[config.mk]
export PLATFORM = sky130hd
export DESIGN_NAME = doubly_linked_list_store
export DESIGN_NICKNAME = d
export VERILOG_FILES = /design/src/rtl/core/dll_pkg.sv /design/src/rtl/core/dll_node_ram.sv /design/src/rtl/core/doubly_linked_list_store.sv
export SDC_FILE = /design/constraint.sdc
export NUM_CORES = 2
export LEC_CHECK = 0
export BUFFER_PORTS_ARGS = -buffer_cell sky130_fd_sc_hd__buf_4
export CAP_MARGIN = 20
export CORE_AREA = 4 4 613 615
export DETAILED_ROUTE_END_ITERATION = 8
export DIE_AREA = 0 0 617 619
export SLEW_MARGIN = 20
export SYNTH_ARGS = -nofsm -noshare
export SYNTH_HDL_FRONTEND = slang
export SYNTH_SLANG_ARGS = --single-unit
[constraint.sdc]
create_clock -name i_clk -period 5.45 [get_ports i_clk]
set_input_delay 1.09 -clock i_clk [delete_from_list [all_inputs] [get_ports i_clk]]
set_output_delay 1.09 -clock i_clk [all_outputs]
set_load 0.02 [all_outputs]
[src/rtl/core/dll_pkg.sv]
`timescale 1ns / 1ps
// ----------------------------------------------------------------------------
// dll_pkg: shared types and constants of the doubly linked list store
// Pool size, field widths, request and status codes, sequencer states, memory port structs.
// ----------------------------------------------------------------------------
package dll_pkg;

    localparam int CAPACITY    = 64;
    localparam int VALUE_WIDTH = 32;
    localparam int IDX_W       = $clog2(CAPACITY + 1);
    localparam int ADDR_W      = $clog2(CAPACITY);
    localparam int KIND_W      = 4;
    localparam int STATUS_W    = 2;

    localparam logic [IDX_W-1:0] NODE_NONE = IDX_W'(CAPACITY);

    localparam logic [KIND_W-1:0] KIND_PUSH_BACK  = 4'd0;
    localparam logic [KIND_W-1:0] KIND_PUSH_FRONT = 4'd1;
    localparam logic [KIND_W-1:0] KIND_POP_BACK   = 4'd2;
    localparam logic [KIND_W-1:0] KIND_POP_FRONT  = 4'd3;
    localparam logic [KIND_W-1:0] KIND_CLEAR      = 4'd4;
    localparam logic [KIND_W-1:0] KIND_READ       = 4'd5;
    localparam logic [KIND_W-1:0] KIND_WRITE      = 4'd6;
    localparam logic [KIND_W-1:0] KIND_INSERT     = 4'd7;
    localparam logic [KIND_W-1:0] KIND_ERASE      = 4'd8;

    localparam logic [STATUS_W-1:0] ST_OK    = 2'd0;
    localparam logic [STATUS_W-1:0] ST_EMPTY = 2'd1;
    localparam logic [STATUS_W-1:0] ST_FULL  = 2'd2;
    localparam logic [STATUS_W-1:0] ST_RANGE = 2'd3;

    typedef enum logic [4:0] {
        S_IDLE,
        S_DECIDE,
        S_WALK,
        S_WALK_WT,
        S_ACC,
        S_ACC_WT,
        S_TAKE,
        S_TAKE_WT,
        S_LNK_PREV,
        S_LNK_PREV_WT,
        S_LNK_W1,
        S_LNK_W2,
        S_LNK_W3,
        S_UNL_RD,
        S_UNL_WT,
        S_UNL_W1,
        S_UNL_W2,
        S_UNL_W3,
        S_FIN,
        S_FIN_F,
        S_FIN_B
    } t_state;

    typedef struct packed {
        logic [ADDR_W-1:0]      addr;
        logic                   we_value;
        logic                   we_next;
        logic                   we_prev;
        logic [VALUE_WIDTH-1:0] value;
        logic [IDX_W-1:0]       next;
        logic [IDX_W-1:0]       prev;
    } t_ram_wr;

    typedef struct packed {
        logic [VALUE_WIDTH-1:0] value;
        logic [IDX_W-1:0]       next;
        logic [IDX_W-1:0]       prev;
    } t_ram_rd;

    function automatic logic node_ok(input logic [IDX_W-1:0] n);
        return n < NODE_NONE;
    endfunction

endpackage

[src/rtl/core/dll_node_ram.sv]
`timescale 1ns / 1ps
// ----------------------------------------------------------------------------
// dll_node_ram: node pool memory
// Value, next link and prev link per node; one write, one registered read.
// ----------------------------------------------------------------------------
module dll_node_ram
    import dll_pkg::*;
(
    input  logic              i_clk,
    input  t_ram_wr           i_wr,
    input  logic [ADDR_W-1:0] i_raddr,
    output t_ram_rd           o_rd
);

    logic [VALUE_WIDTH-1:0] r_value [CAPACITY];
    logic [IDX_W-1:0]       r_next  [CAPACITY];
    logic [IDX_W-1:0]       r_prev  [CAPACITY];
    t_ram_rd                r_rd;

    always_ff @(posedge i_clk) begin
        if (i_wr.we_value) begin
            r_value[i_wr.addr] <= i_wr.value;
        end
        if (i_wr.we_next) begin
            r_next[i_wr.addr] <= i_wr.next;
        end
        if (i_wr.we_prev) begin
            r_prev[i_wr.addr] <= i_wr.prev;
        end
        r_rd.value <= r_value[i_raddr];
        r_rd.next  <= r_next[i_raddr];
        r_rd.prev  <= r_prev[i_raddr];
    end

    assign o_rd = r_rd;

endmodule

[src/rtl/core/doubly_linked_list_store.sv]
`timescale 1ns / 1ps
// ----------------------------------------------------------------------------
// doubly_linked_list_store: bounded sequence of signed words in a node pool
// Push/pop at either end, clear, positional read/write/insert/erase.
// ----------------------------------------------------------------------------
// Input channel i_in_valid/o_in_ready carries one request word (kind,
// position, value). Output channel o_out_valid/i_out_ready returns one
// result word per request: value read or removed, entry count, front and
// back values, status.
// A single sequencer drives one node memory port (one write and one
// registered read per cycle). Clear, unused kinds and any request that
// fails go from the decision straight to the finish steps; push and insert
// at the end take and link a node, pop unlinks one. Read, write, insert and
// erase at position p first walk the links from the front, one node at a
// time. One request is in work at a time; the input is ready again in the
// cycle after the result is loaded.
// The result sits in an output register, so the next request is taken while
// it waits; a stalled receiver holds the sequencer at its last step until the
// register frees up.
// Reset empties the store at once; node memory needs no clearing pass.
// ----------------------------------------------------------------------------
module doubly_linked_list_store
    import dll_pkg::*;
(
    input  logic                          i_clk,
    input  logic                          i_rst_n,
    input  logic                          i_in_valid,
    output logic                          o_in_ready,
    input  logic [KIND_W-1:0]             i_kind,
    input  logic [IDX_W-1:0]              i_position,
    input  logic signed [VALUE_WIDTH-1:0] i_value,
    output logic                          o_out_valid,
    input  logic                          i_out_ready,
    output logic signed [VALUE_WIDTH-1:0] o_read_value,
    output logic [IDX_W-1:0]              o_entry_count,
    output logic signed [VALUE_WIDTH-1:0] o_front_value,
    output logic signed [VALUE_WIDTH-1:0] o_back_value,
    output logic [STATUS_W-1:0]           o_status
);

    t_state r_state, n_state;

    logic [KIND_W-1:0]      r_kind;
    logic [IDX_W-1:0]       r_pos;
    logic [VALUE_WIDTH-1:0] r_val;
    logic [IDX_W-1:0]       r_cur, n_cur;
    logic [IDX_W-1:0]       r_node, n_node;
    logic [IDX_W-1:0]       r_p, n_p;
    logic [IDX_W-1:0]       r_q, n_q;
    logic [IDX_W-1:0]       r_idx, n_idx;
    logic [IDX_W-1:0]       r_first, n_first;
    logic [IDX_W-1:0]       r_last, n_last;
    logic [IDX_W-1:0]       r_free, n_free;
    logic [IDX_W-1:0]       r_nu, n_nu;
    logic [IDX_W-1:0]       r_count, n_count;
    logic [VALUE_WIDTH-1:0] r_rd, n_rd;
    logic [STATUS_W-1:0]    r_status, n_status;
    logic [VALUE_WIDTH-1:0] r_front, n_front;

    logic                   r_out_valid;
    logic [VALUE_WIDTH-1:0] r_o_rd, r_o_front, r_o_back;
    logic [IDX_W-1:0]       r_o_count;
    logic [STATUS_W-1:0]    r_o_status;

    t_ram_wr           ram_wr;
    t_ram_rd           ram_rd;
    logic [ADDR_W-1:0] ram_raddr;

    logic full, empty, accept, load;

    assign full   = r_count == NODE_NONE;
    assign empty  = r_count == '0;
    assign accept = i_in_valid && o_in_ready;
    assign load   = (r_state == S_FIN_B) && (!r_out_valid || i_out_ready);

    dll_node_ram u_ram (
        .i_clk   (i_clk),
        .i_wr    (ram_wr),
        .i_raddr (ram_raddr),
        .o_rd    (ram_rd)
    );

    // next state
    always_comb begin
        n_state = r_state;
        unique case (r_state)
            S_IDLE: begin
                if (accept) n_state = S_DECIDE;
            end
            S_DECIDE: begin
                case (r_kind)
                    KIND_PUSH_BACK, KIND_PUSH_FRONT:
                        n_state = full ? S_FIN : S_TAKE;
                    KIND_POP_BACK, KIND_POP_FRONT:
                        n_state = empty ? S_FIN : S_UNL_RD;
                    KIND_READ, KIND_WRITE, KIND_ERASE:
                        n_state = (r_pos >= r_count) ? S_FIN : S_WALK;
                    KIND_INSERT: begin
                        if (full || r_pos > r_count) n_state = S_FIN;
                        else if (r_pos == r_count)   n_state = S_TAKE;
                        else                         n_state = S_WALK;
                    end
                    default: n_state = S_FIN;
                endcase
            end
            S_WALK: begin
                if (r_idx != r_pos)              n_state = S_WALK_WT;
                else if (r_kind == KIND_INSERT)  n_state = S_TAKE;
                else if (r_kind == KIND_ERASE)   n_state = S_UNL_RD;
                else                             n_state = S_ACC;
            end
            S_WALK_WT:     n_state = S_WALK;
            S_ACC:         n_state = (r_kind == KIND_READ) ? S_ACC_WT : S_FIN;
            S_ACC_WT:      n_state = S_FIN;
            S_TAKE:        n_state = node_ok(r_free) ? S_TAKE_WT : S_LNK_PREV;
            S_TAKE_WT:     n_state = S_LNK_PREV;
            S_LNK_PREV:    n_state = node_ok(r_cur) ? S_LNK_PREV_WT : S_LNK_W1;
            S_LNK_PREV_WT: n_state = S_LNK_W1;
            S_LNK_W1:      n_state = S_LNK_W2;
            S_LNK_W2:      n_state = S_LNK_W3;
            S_LNK_W3:      n_state = S_FIN;
            S_UNL_RD:      n_state = S_UNL_WT;
            S_UNL_WT:      n_state = S_UNL_W1;
            S_UNL_W1:      n_state = S_UNL_W2;
            S_UNL_W2:      n_state = S_UNL_W3;
            S_UNL_W3:      n_state = S_FIN;
            S_FIN:         n_state = S_FIN_F;
            S_FIN_F:       n_state = S_FIN_B;
            S_FIN_B: begin
                if (load) n_state = S_IDLE;
            end
            default:       n_state = S_IDLE;
        endcase
    end

    // datapath and memory control
    always_comb begin
        n_cur    = r_cur;
        n_node   = r_node;
        n_p      = r_p;
        n_q      = r_q;
        n_idx    = r_idx;
        n_first  = r_first;
        n_last   = r_last;
        n_free   = r_free;
        n_nu     = r_nu;
        n_count  = r_count;
        n_rd     = r_rd;
        n_status = r_status;
        n_front  = r_front;
        ram_wr   = '0;
        ram_raddr = r_cur[ADDR_W-1:0];
        unique case (r_state)
            S_IDLE: ;
            S_DECIDE: begin
                n_rd     = '0;
                n_status = ST_OK;
                n_idx    = '0;
                n_cur    = r_first;
                case (r_kind)
                    KIND_PUSH_BACK, KIND_PUSH_FRONT: begin
                        if (full) n_status = ST_FULL;
                        if (r_kind == KIND_PUSH_BACK) n_cur = NODE_NONE;
                    end
                    KIND_POP_BACK, KIND_POP_FRONT: begin
                        if (empty) n_status = ST_EMPTY;
                        if (r_kind == KIND_POP_BACK) n_cur = r_last;
                    end
                    KIND_CLEAR: begin
                        n_first = NODE_NONE;
                        n_last  = NODE_NONE;
                        n_free  = NODE_NONE;
                        n_nu    = '0;
                        n_count = '0;
                    end
                    KIND_READ, KIND_WRITE: begin
                        if (r_pos >= r_count) n_status = ST_RANGE;
                    end
                    KIND_INSERT: begin
                        if (full)                  n_status = ST_FULL;
                        else if (r_pos > r_count)  n_status = ST_RANGE;
                        if (r_pos == r_count)      n_cur = NODE_NONE;
                    end
                    KIND_ERASE: begin
                        if (empty)                  n_status = ST_EMPTY;
                        else if (r_pos >= r_count)  n_status = ST_RANGE;
                    end
                    default: ;
                endcase
            end
            S_WALK: ;
            S_WALK_WT: begin
                n_cur = ram_rd.next;
                n_idx = r_idx + 1'b1;
            end
            S_ACC: begin
                if (r_kind == KIND_WRITE) begin
                    ram_wr.addr     = r_cur[ADDR_W-1:0];
                    ram_wr.we_value = 1'b1;
                    ram_wr.value    = r_val;
                end
            end
            S_ACC_WT: n_rd = ram_rd.value;
            S_TAKE: begin
                ram_raddr = r_free[ADDR_W-1:0];
                if (!node_ok(r_free)) begin
                    n_node = r_nu;
                    n_nu   = r_nu + 1'b1;
                end
            end
            S_TAKE_WT: begin
                n_node = r_free;
                n_free = ram_rd.next;
            end
            S_LNK_PREV: begin
                if (!node_ok(r_cur)) n_p = r_last;
            end
            S_LNK_PREV_WT: n_p = ram_rd.prev;
            S_LNK_W1: begin
                ram_wr.addr     = r_node[ADDR_W-1:0];
                ram_wr.we_value = 1'b1;
                ram_wr.we_next  = 1'b1;
                ram_wr.we_prev  = 1'b1;
                ram_wr.value    = r_val;
                ram_wr.next     = r_cur;
                ram_wr.prev     = r_p;
            end
            S_LNK_W2: begin
                if (node_ok(r_p)) begin
                    ram_wr.addr    = r_p[ADDR_W-1:0];
                    ram_wr.we_next = 1'b1;
                    ram_wr.next    = r_node;
                end else begin
                    n_first = r_node;
                end
            end
            S_LNK_W3: begin
                if (node_ok(r_cur)) begin
                    ram_wr.addr    = r_cur[ADDR_W-1:0];
                    ram_wr.we_prev = 1'b1;
                    ram_wr.prev    = r_node;
                end else begin
                    n_last = r_node;
                end
                n_count = r_count + 1'b1;
            end
            S_UNL_RD: ;
            S_UNL_WT: begin
                n_p  = ram_rd.prev;
                n_q  = ram_rd.next;
                n_rd = ram_rd.value;
            end
            S_UNL_W1: begin
                if (node_ok(r_p)) begin
                    ram_wr.addr    = r_p[ADDR_W-1:0];
                    ram_wr.we_next = 1'b1;
                    ram_wr.next    = r_q;
                end else begin
                    n_first = r_q;
                end
            end
            S_UNL_W2: begin
                if (node_ok(r_q)) begin
                    ram_wr.addr    = r_q[ADDR_W-1:0];
                    ram_wr.we_prev = 1'b1;
                    ram_wr.prev    = r_p;
                end else begin
                    n_last = r_p;
                end
            end
            S_UNL_W3: begin
                ram_wr.addr    = r_cur[ADDR_W-1:0];
                ram_wr.we_next = 1'b1;
                ram_wr.next    = r_free;
                n_free         = r_cur;
                n_count        = r_count - 1'b1;
            end
            S_FIN: ram_raddr = r_first[ADDR_W-1:0];
            S_FIN_F: begin
                ram_raddr = r_last[ADDR_W-1:0];
                n_front   = node_ok(r_first) ? ram_rd.value : '0;
            end
            S_FIN_B: ram_raddr = r_last[ADDR_W-1:0];
            default: ;
        endcase
    end

    always_ff @(posedge i_clk) begin
        if (!i_rst_n) begin
            r_state     <= S_IDLE;
            r_first     <= NODE_NONE;
            r_last      <= NODE_NONE;
            r_free      <= NODE_NONE;
            r_nu        <= '0;
            r_count     <= '0;
            r_out_valid <= 1'b0;
        end else begin
            r_state     <= n_state;
            r_first     <= n_first;
            r_last      <= n_last;
            r_free      <= n_free;
            r_nu        <= n_nu;
            r_count     <= n_count;
            r_out_valid <= load || (r_out_valid && !i_out_ready);
        end
    end

    always_ff @(posedge i_clk) begin
        if (accept) begin
            r_kind <= i_kind;
            r_pos  <= i_position;
            r_val  <= i_value;
        end
        r_cur    <= n_cur;
        r_node   <= n_node;
        r_p      <= n_p;
        r_q      <= n_q;
        r_idx    <= n_idx;
        r_rd     <= n_rd;
        r_status <= n_status;
        r_front  <= n_front;
        if (load) begin
            r_o_rd     <= r_rd;
            r_o_count  <= r_count;
            r_o_front  <= r_front;
            r_o_back   <= node_ok(r_last) ? ram_rd.value : '0;
            r_o_status <= r_status;
        end
    end

    assign o_in_ready    = r_state == S_IDLE;
    assign o_out_valid   = r_out_valid;
    assign o_read_value  = r_o_rd;
    assign o_entry_count = r_o_count;
    assign o_front_value = r_o_front;
    assign o_back_value  = r_o_back;
    assign o_status      = r_o_status;

`ifndef SYNTH
    a_count_bound: assert property (@(posedge i_clk) disable iff (!i_rst_n)
        r_count <= NODE_NONE)
        else $error("entry count above capacity");

    a_empty_links: assert property (@(posedge i_clk) disable iff (!i_rst_n)
        (r_state == S_IDLE && r_count == '0)
            |-> (r_first == NODE_NONE && r_last == NODE_NONE))
        else $error("empty store with live end links");

    a_idle_no_write: assert property (@(posedge i_clk) disable iff (!i_rst_n)
        (r_state == S_IDLE) |-> !(ram_wr.we_value || ram_wr.we_next || ram_wr.we_prev))
        else $error("node write while idle");

    a_count_step: assert property (@(posedge i_clk) disable iff (!i_rst_n)
        (r_state != S_DECIDE) |=> (r_count == $past(r_count)
            || r_count == $past(r_count) + 1'b1 || r_count == $past(r_count) - 1'b1))
        else $error("entry count jumped");
`endif

endmodule

; ---- After elaboration in Yosys (flattened, before gate mapping)
; Memory sizes are Yosys's and may differ from the RTL's. A register that Yosys moved wholly into a read port is not among the register bits.
; Cells that the tools add are included.
[op_classes]
order_cmp = 8
n_reduce_logical = 38
n_addsub = 4
n_eq_ne = 40
n_mux = 71
[op_table]
columns = cell, count
row1 = case mux 32 bit (2 select lines), 2
row2 = case mux 7 bit (3 select lines), 6
row3 = two-way mux 7 bit, 17
row4 = case mux 5 bit (19 select lines), 1
row5 = case mux 7 bit (2 select lines), 5
row6 = less-than comparator 7 bit (second input constant), 6
row7 = equality test 5 x 4 -> 1 bit (second input constant), 8
row8 = case mux 6 bit (6 select lines), 1
row9 = two-way mux 5 bit, 7
row10 = two-way mux 32 bit, 1
row11 = case mux 7 bit (4 select lines), 1
row12 = equality test 5 bit (second input constant), 5
row13 = adder 7 x 1 -> 7 bit (second input constant), 3
row14 = equality test 5 x 3 -> 1 bit (second input constant), 4
row15 = case mux 5 bit (4 select lines), 1
row16 = two-way mux 6 bit, 3
row17 = case mux 6 bit (3 select lines), 1
row18 = equality test 4 x 3 -> 1 bit (second input constant), 4
row19 = two-way mux 4 bit, 4
row20 = OR reduction 2 bit, 8
row21 = inequality test 2 bit (second input constant), 7
row22 = two-way mux 2 bit, 6
row23 = nonzero test 3 bit, 4
row24 = equality test 5 x 2 -> 1 bit (second input constant), 2
row25 = other kinds (27), 54
[word_totals]
reg_bits = 290
ramBits = 2944
elab_cells = 187
input_bits = 47
output_inout_bits = 107
n_memories = 3
[mem_list]
columns = name, depth, word_bits, rd, rd_clocked_by_memory_dff, write_ports, line
row1 = u_ram.r_value, 64, 32, 1, 1, 1, dll_node_ram.sv:15  ; logic [VALUE_WIDTH-1:0] r_value [CAPACITY];
row2 = u_ram.r_next, 64, 7, 1, 1, 1, dll_node_ram.sv:16  ; logic [IDX_W-1:0] r_next [CAPACITY];
row3 = u_ram.r_prev, 64, 7, 1, 1, 1, dll_node_ram.sv:17  ; logic [IDX_W-1:0] r_prev [CAPACITY];

; ---- Longest topological paths before layout
[depth]
ltp_word = 5
ltp_mapped = 16
depth_no_buf = 13

; ---- By module
; From an unflattened synthesis, not the netlist that was laid out.
[unflattened]
hier_cells = 6001
area_unflattened_um2 = 125431.5
[by_module_without_submodules]
columns = module, seq_area_each_um2, cells_each, area_each_um2, n_inst
row1 = dll_node_ram, 89325.7, 5066, 113088.5, 1
row2 = doubly_linked_list_store, 8298.0, 935, 12343.1, 1

; ---- Worst setup path after synthesis
; No wires, ideal clock.
[synth_timing]
path_kind = register to register
start = register r_state[2]
end = memory u_ram.r_next[0][6] (netlist bit) (data pin)
setup_ns = 0.702
arrival_ns = 4.220
synth_period_minus_slack_ns = 4.922
path_stages_with_launch = 8
path_buffers = 4
setup_slack_ns = 0.528
t_required_ns = 4.748
path_cell_list = dfxtp_1 > buf_2 > clkbuf_1 > clkbuf_1 > clkbuf_1 > mux2_2 > nand2_1 > o21ai_0
[synth_lines]
columns = element, line
row1 = start: declaration, doubly_linked_list_store.sv:41  ; t_state r_state, n_state;
row2 = start signal: assignment, doubly_linked_list_store.sv:298  ; r_state <= n_state;
row3 = end: declaration, dll_node_ram.sv:16

; ---- Worst setup path after layout
[layout_timing]
start = register r_state[0]
end = register u_ram.o_rd[23] (netlist name)
[layout_between]
elab_chain_len = 3
elab_cells_between_ends = 6
cone_classes = 4 x eq/ne / 1 x mux / 1 x reduce/logical
[layout_lines]
columns = element, line
row1 = equality test 5 bit, doubly_linked_list_store.sv:153  ; unique case (r_state)
row2 = OR reduction 2 bit (no source line), -
row3 = case mux 6 bit (3 select lines) *, doubly_linked_list_store.sv:153
; Every way passes the cells marked *; elsewhere a longest branch is shown, timed or not.
; A chain may end at the register's enable or synchronous reset.

==> flow_metrics.tcl <==
set metrics [dict create \
    status "finished clean" \
    firstDrtPassIters 9 \
    setup_violations 0 \
    drv_slew 0 \
    place_congestion 0.879 \
    synth_nets 8386 \
    hold_buffers 0 \
    pwr_density_cell_nw_per_um2 438 \
    antenna_left 0 \
    seqPwrFrac_pct 44.1 \
    switchingPower_mw 20.2 \
    post-dp-hpwl_mm 231 \
    timing.fmax_mhz 194 \
    rows 224 \
    clock_power_share_pct 33.2 \
    insertion_delay_ps 900 \
    synth_seq_cells 3280 \
    final_cells 13779 \
    initial_core_util_pct 34.9 \
    cts-resized-gates 0 \
    final_net_count 8619 \
    grt_pass1_wl_mm 561 \
    path_class "reg2reg" \
    die_h_um 619 \
    routed-wl-met2_mm 183 \
    routed_wl_mm 394 \
    dr_wl_met3_mm 42.0 \
    synthCells 8324 \
    skew_ps 53.9 \
    endpoint_kind "flip-flop" \
    switching_share_pct 31.0 \
    crit_path_max_fanout 86 \
    maxCapViolations 0 \
    required_ps 6210 \
    netlist.area_leader.share_pct 74.2 \
    placed_cells 13211 \
    hold_class "in2reg" \
    port_buffers 153 \
    synthTopCellsByArea "edfxtp_1, nand2_1, mux4_2" \
    slew-limit-headroom_pct 20.9 \
    synth_edf_count 3193 \
    cp.arrival_ps 5910 \
    clkSlewWorstSetupHoldPaths_ps 60 \
    track_usage_pct 19.9 \
    syn_to_final_growth_pct 15.1 \
    cts.sinks 3280 \
    worstMarginPinSlew_ps 1180 \
    die-width_um 617 \
    worst_slack_ps 295 \
    power.leakage_nw 46.1 \
    syn_area_um2 129000 \
    layout-drive-gt1-share_pct 15.3 \
    avgSynthCellArea_um2 15.5 \
    placed_cell_area_um2 139000 \
    rsz0062_at_grt "no" \
    cts-htree-levels 5 \
    core_area_um2 371000 \
    synth_cell_types 75 \
    intPower_mw 44.9 \
    met1Wirelength_mm 157 \
    fin_setup_tns_ps 0 \
    die-area_um2 382000 \
    grt_overflow_total 0 \
    ys.flop_type "edfxtp_1" \
    drt_iter0_drc 11039 \
    cts_buffers 315 \
    io_pins 154 \
    grt_start_max_net_pins 145 \
    vias 78894 \
    finalCritPeriodShare_pct 94.6 \
    min_period_ps 5160 \
    antenna_found_initial 37 \
    ys_seq_area_share_pct 75.5 \
    drc_errors 0 \
    fin_area_um2 149000 \
    root_buffer "clkbuf_16" \
    routedWlPerCell_um 28.6 \
    final_hold_viol_count 0 \
    cts_tree "yes" \
    ir_drop_v 0.000332 \
    cp-start-kind "flip-flop" \
    vias_per_cell 5.73 \
    yosys_warnings 0 \
    async_flop_share_pct 0 \
    p_comb_share_pct 22.7 \
    top_layer "met5" \
    clockBufferDepth 4 \
    pre_cts_ws_ps 443 \
    yosys.area.top_type "edfxtp_1" \
    cts_setup_buffers 0 \
    first_global_vias 75814 \
    final_util_pct 40.1 \
]
==> power groups by stage <==
| stage | clock network, mW | logic (mW) | registers [mW] |
|---|---|---|---|
| after floorplan | 0 | 8.87 | 28.7 |
| after global routing | 23.0 | 15.6 | 28.7 |
| after global placement | 0 | 14.4 | 29.2 |
| after CTS | 21.9 | 14.5 | 28.7 |
| final | 21.6 | 14.8 | 28.7 |
| after detailed placement | 0 | 14.5 | 29.2 |
==> Yosys cell counts (96+ instances only) <==
cell type	instances
a2111oi_0	115
a211oi_1	139
a21oi_1	96
a41oi_1	155
buf_2	123
clkbuf_1	390
edfxtp_1	3193
inv_1	171
mux2i_1	304
mux4_2	214
nand2_1	1384
nand3_1	624
nand4_1	109
nor2_1	304
==> kinds of logic after synthesis <==
logic type                 after synthesis  synth area share (%)
buffers and inverters                  734                  2.30
xor gates and xnor gates                20                 0.136
adders and majority gates               15                 0.151
and+or+nand+nor                       2727                  9.40
muxes                                  535                  6.23
DFF                                   3280                  75.5
AOI/OAI and AO/OA                     1013                  6.24
==> layout by cell type, fill, tap and decap left out, types with 52 or more instances in the layout <==
cell / count
nand4_1: 109
edfxtp_1: 3193
a311oi_1: 58
nand2_1: 1384
nor2b_1: 90
buf_4: 382
mux4_2: 214
a31oi_1: 52
a32oi_1: 75
a21oi_1: 95
a211oi_1: 139
a22oi_1: 67
nor2_1: 230
clkinv_2: 65
dfxtp_1: 87
clkbuf_16: 320
a41oi_1: 155
nor2_4: 77
mux2i_1: 304
inv_1: 171
a2111oi_0: 113
clkbuf_1: 60
nand3_1: 621
buf_12: 96
==> state kept, by name, indices dropped and copies added (netlist names), 32 cells and up <==
| register | flops |
|---|---|
| u_ram.r_value | 2048 |
| u_ram.r_next | 448 |
| u_ram.r_prev | 448 |
| u_ram.o_rd | 46 |
| o_back_value | 32 |
| o_front_value | 32 |
| o_read_value | 32 |
| r_front | 32 |
| r_rd | 32 |
| r_val | 32 |
==> critical path, stage by stage, from the launching register on <==
cell and delay (ps):
dfxtp_1 640, buf_4 280, nor3b_2 100, o211ai_1 470, and4_4 960, buf_12 450
mux4_2 580, a2111oi_0 850, nor2_1 60, or4_1 420
==> path summary, 6_finish.rpt <==
kind / from / to / slack, ps / cells after the start
setup / recovery: r_state[0] / u_ram.o_rd[23] / 290 / 9
setup reg to reg: r_state[0] / u_ram.o_rd[23] / 290 / 9
hold reg to reg: r_rd[29] / o_read_value[29] / 410 / 0
hold / removal: i_value[24] / r_val[24] / 400 / 1
==> layout make-up <==
cell class | instances | area (um^2)
well taps | 4972 | 6220
clock buffers | 394 | 8430
fillers | 33257 | 222000
flip-flops and latches | 3280 | 97600
clock inverters | 163 | 1590
multi-input cells | 4310 | 29400
inverters | 171 | 642
diodes | 10 | 25.0
repair buffers | 479 | 4820
==> per-stage QoR <==
step	hold slack, ps	power, mW
after global placement	403	43.6
after floorplan	400	37.6
final	395	65.1
after global routing	361	67.3
after detailed placement	405	43.7
after CTS	338	65.1
==> metal layers <==
layer | vias up | track usage, %
met5 | - | 0
met4 | 12 | 5.90
met3 | 740 | 4.06
met2 | 4878 | 31.6
met1 | 40444 | 27.7
li1 | 32820 | -
No activity file was read; power rests on OpenSTA's default activity.
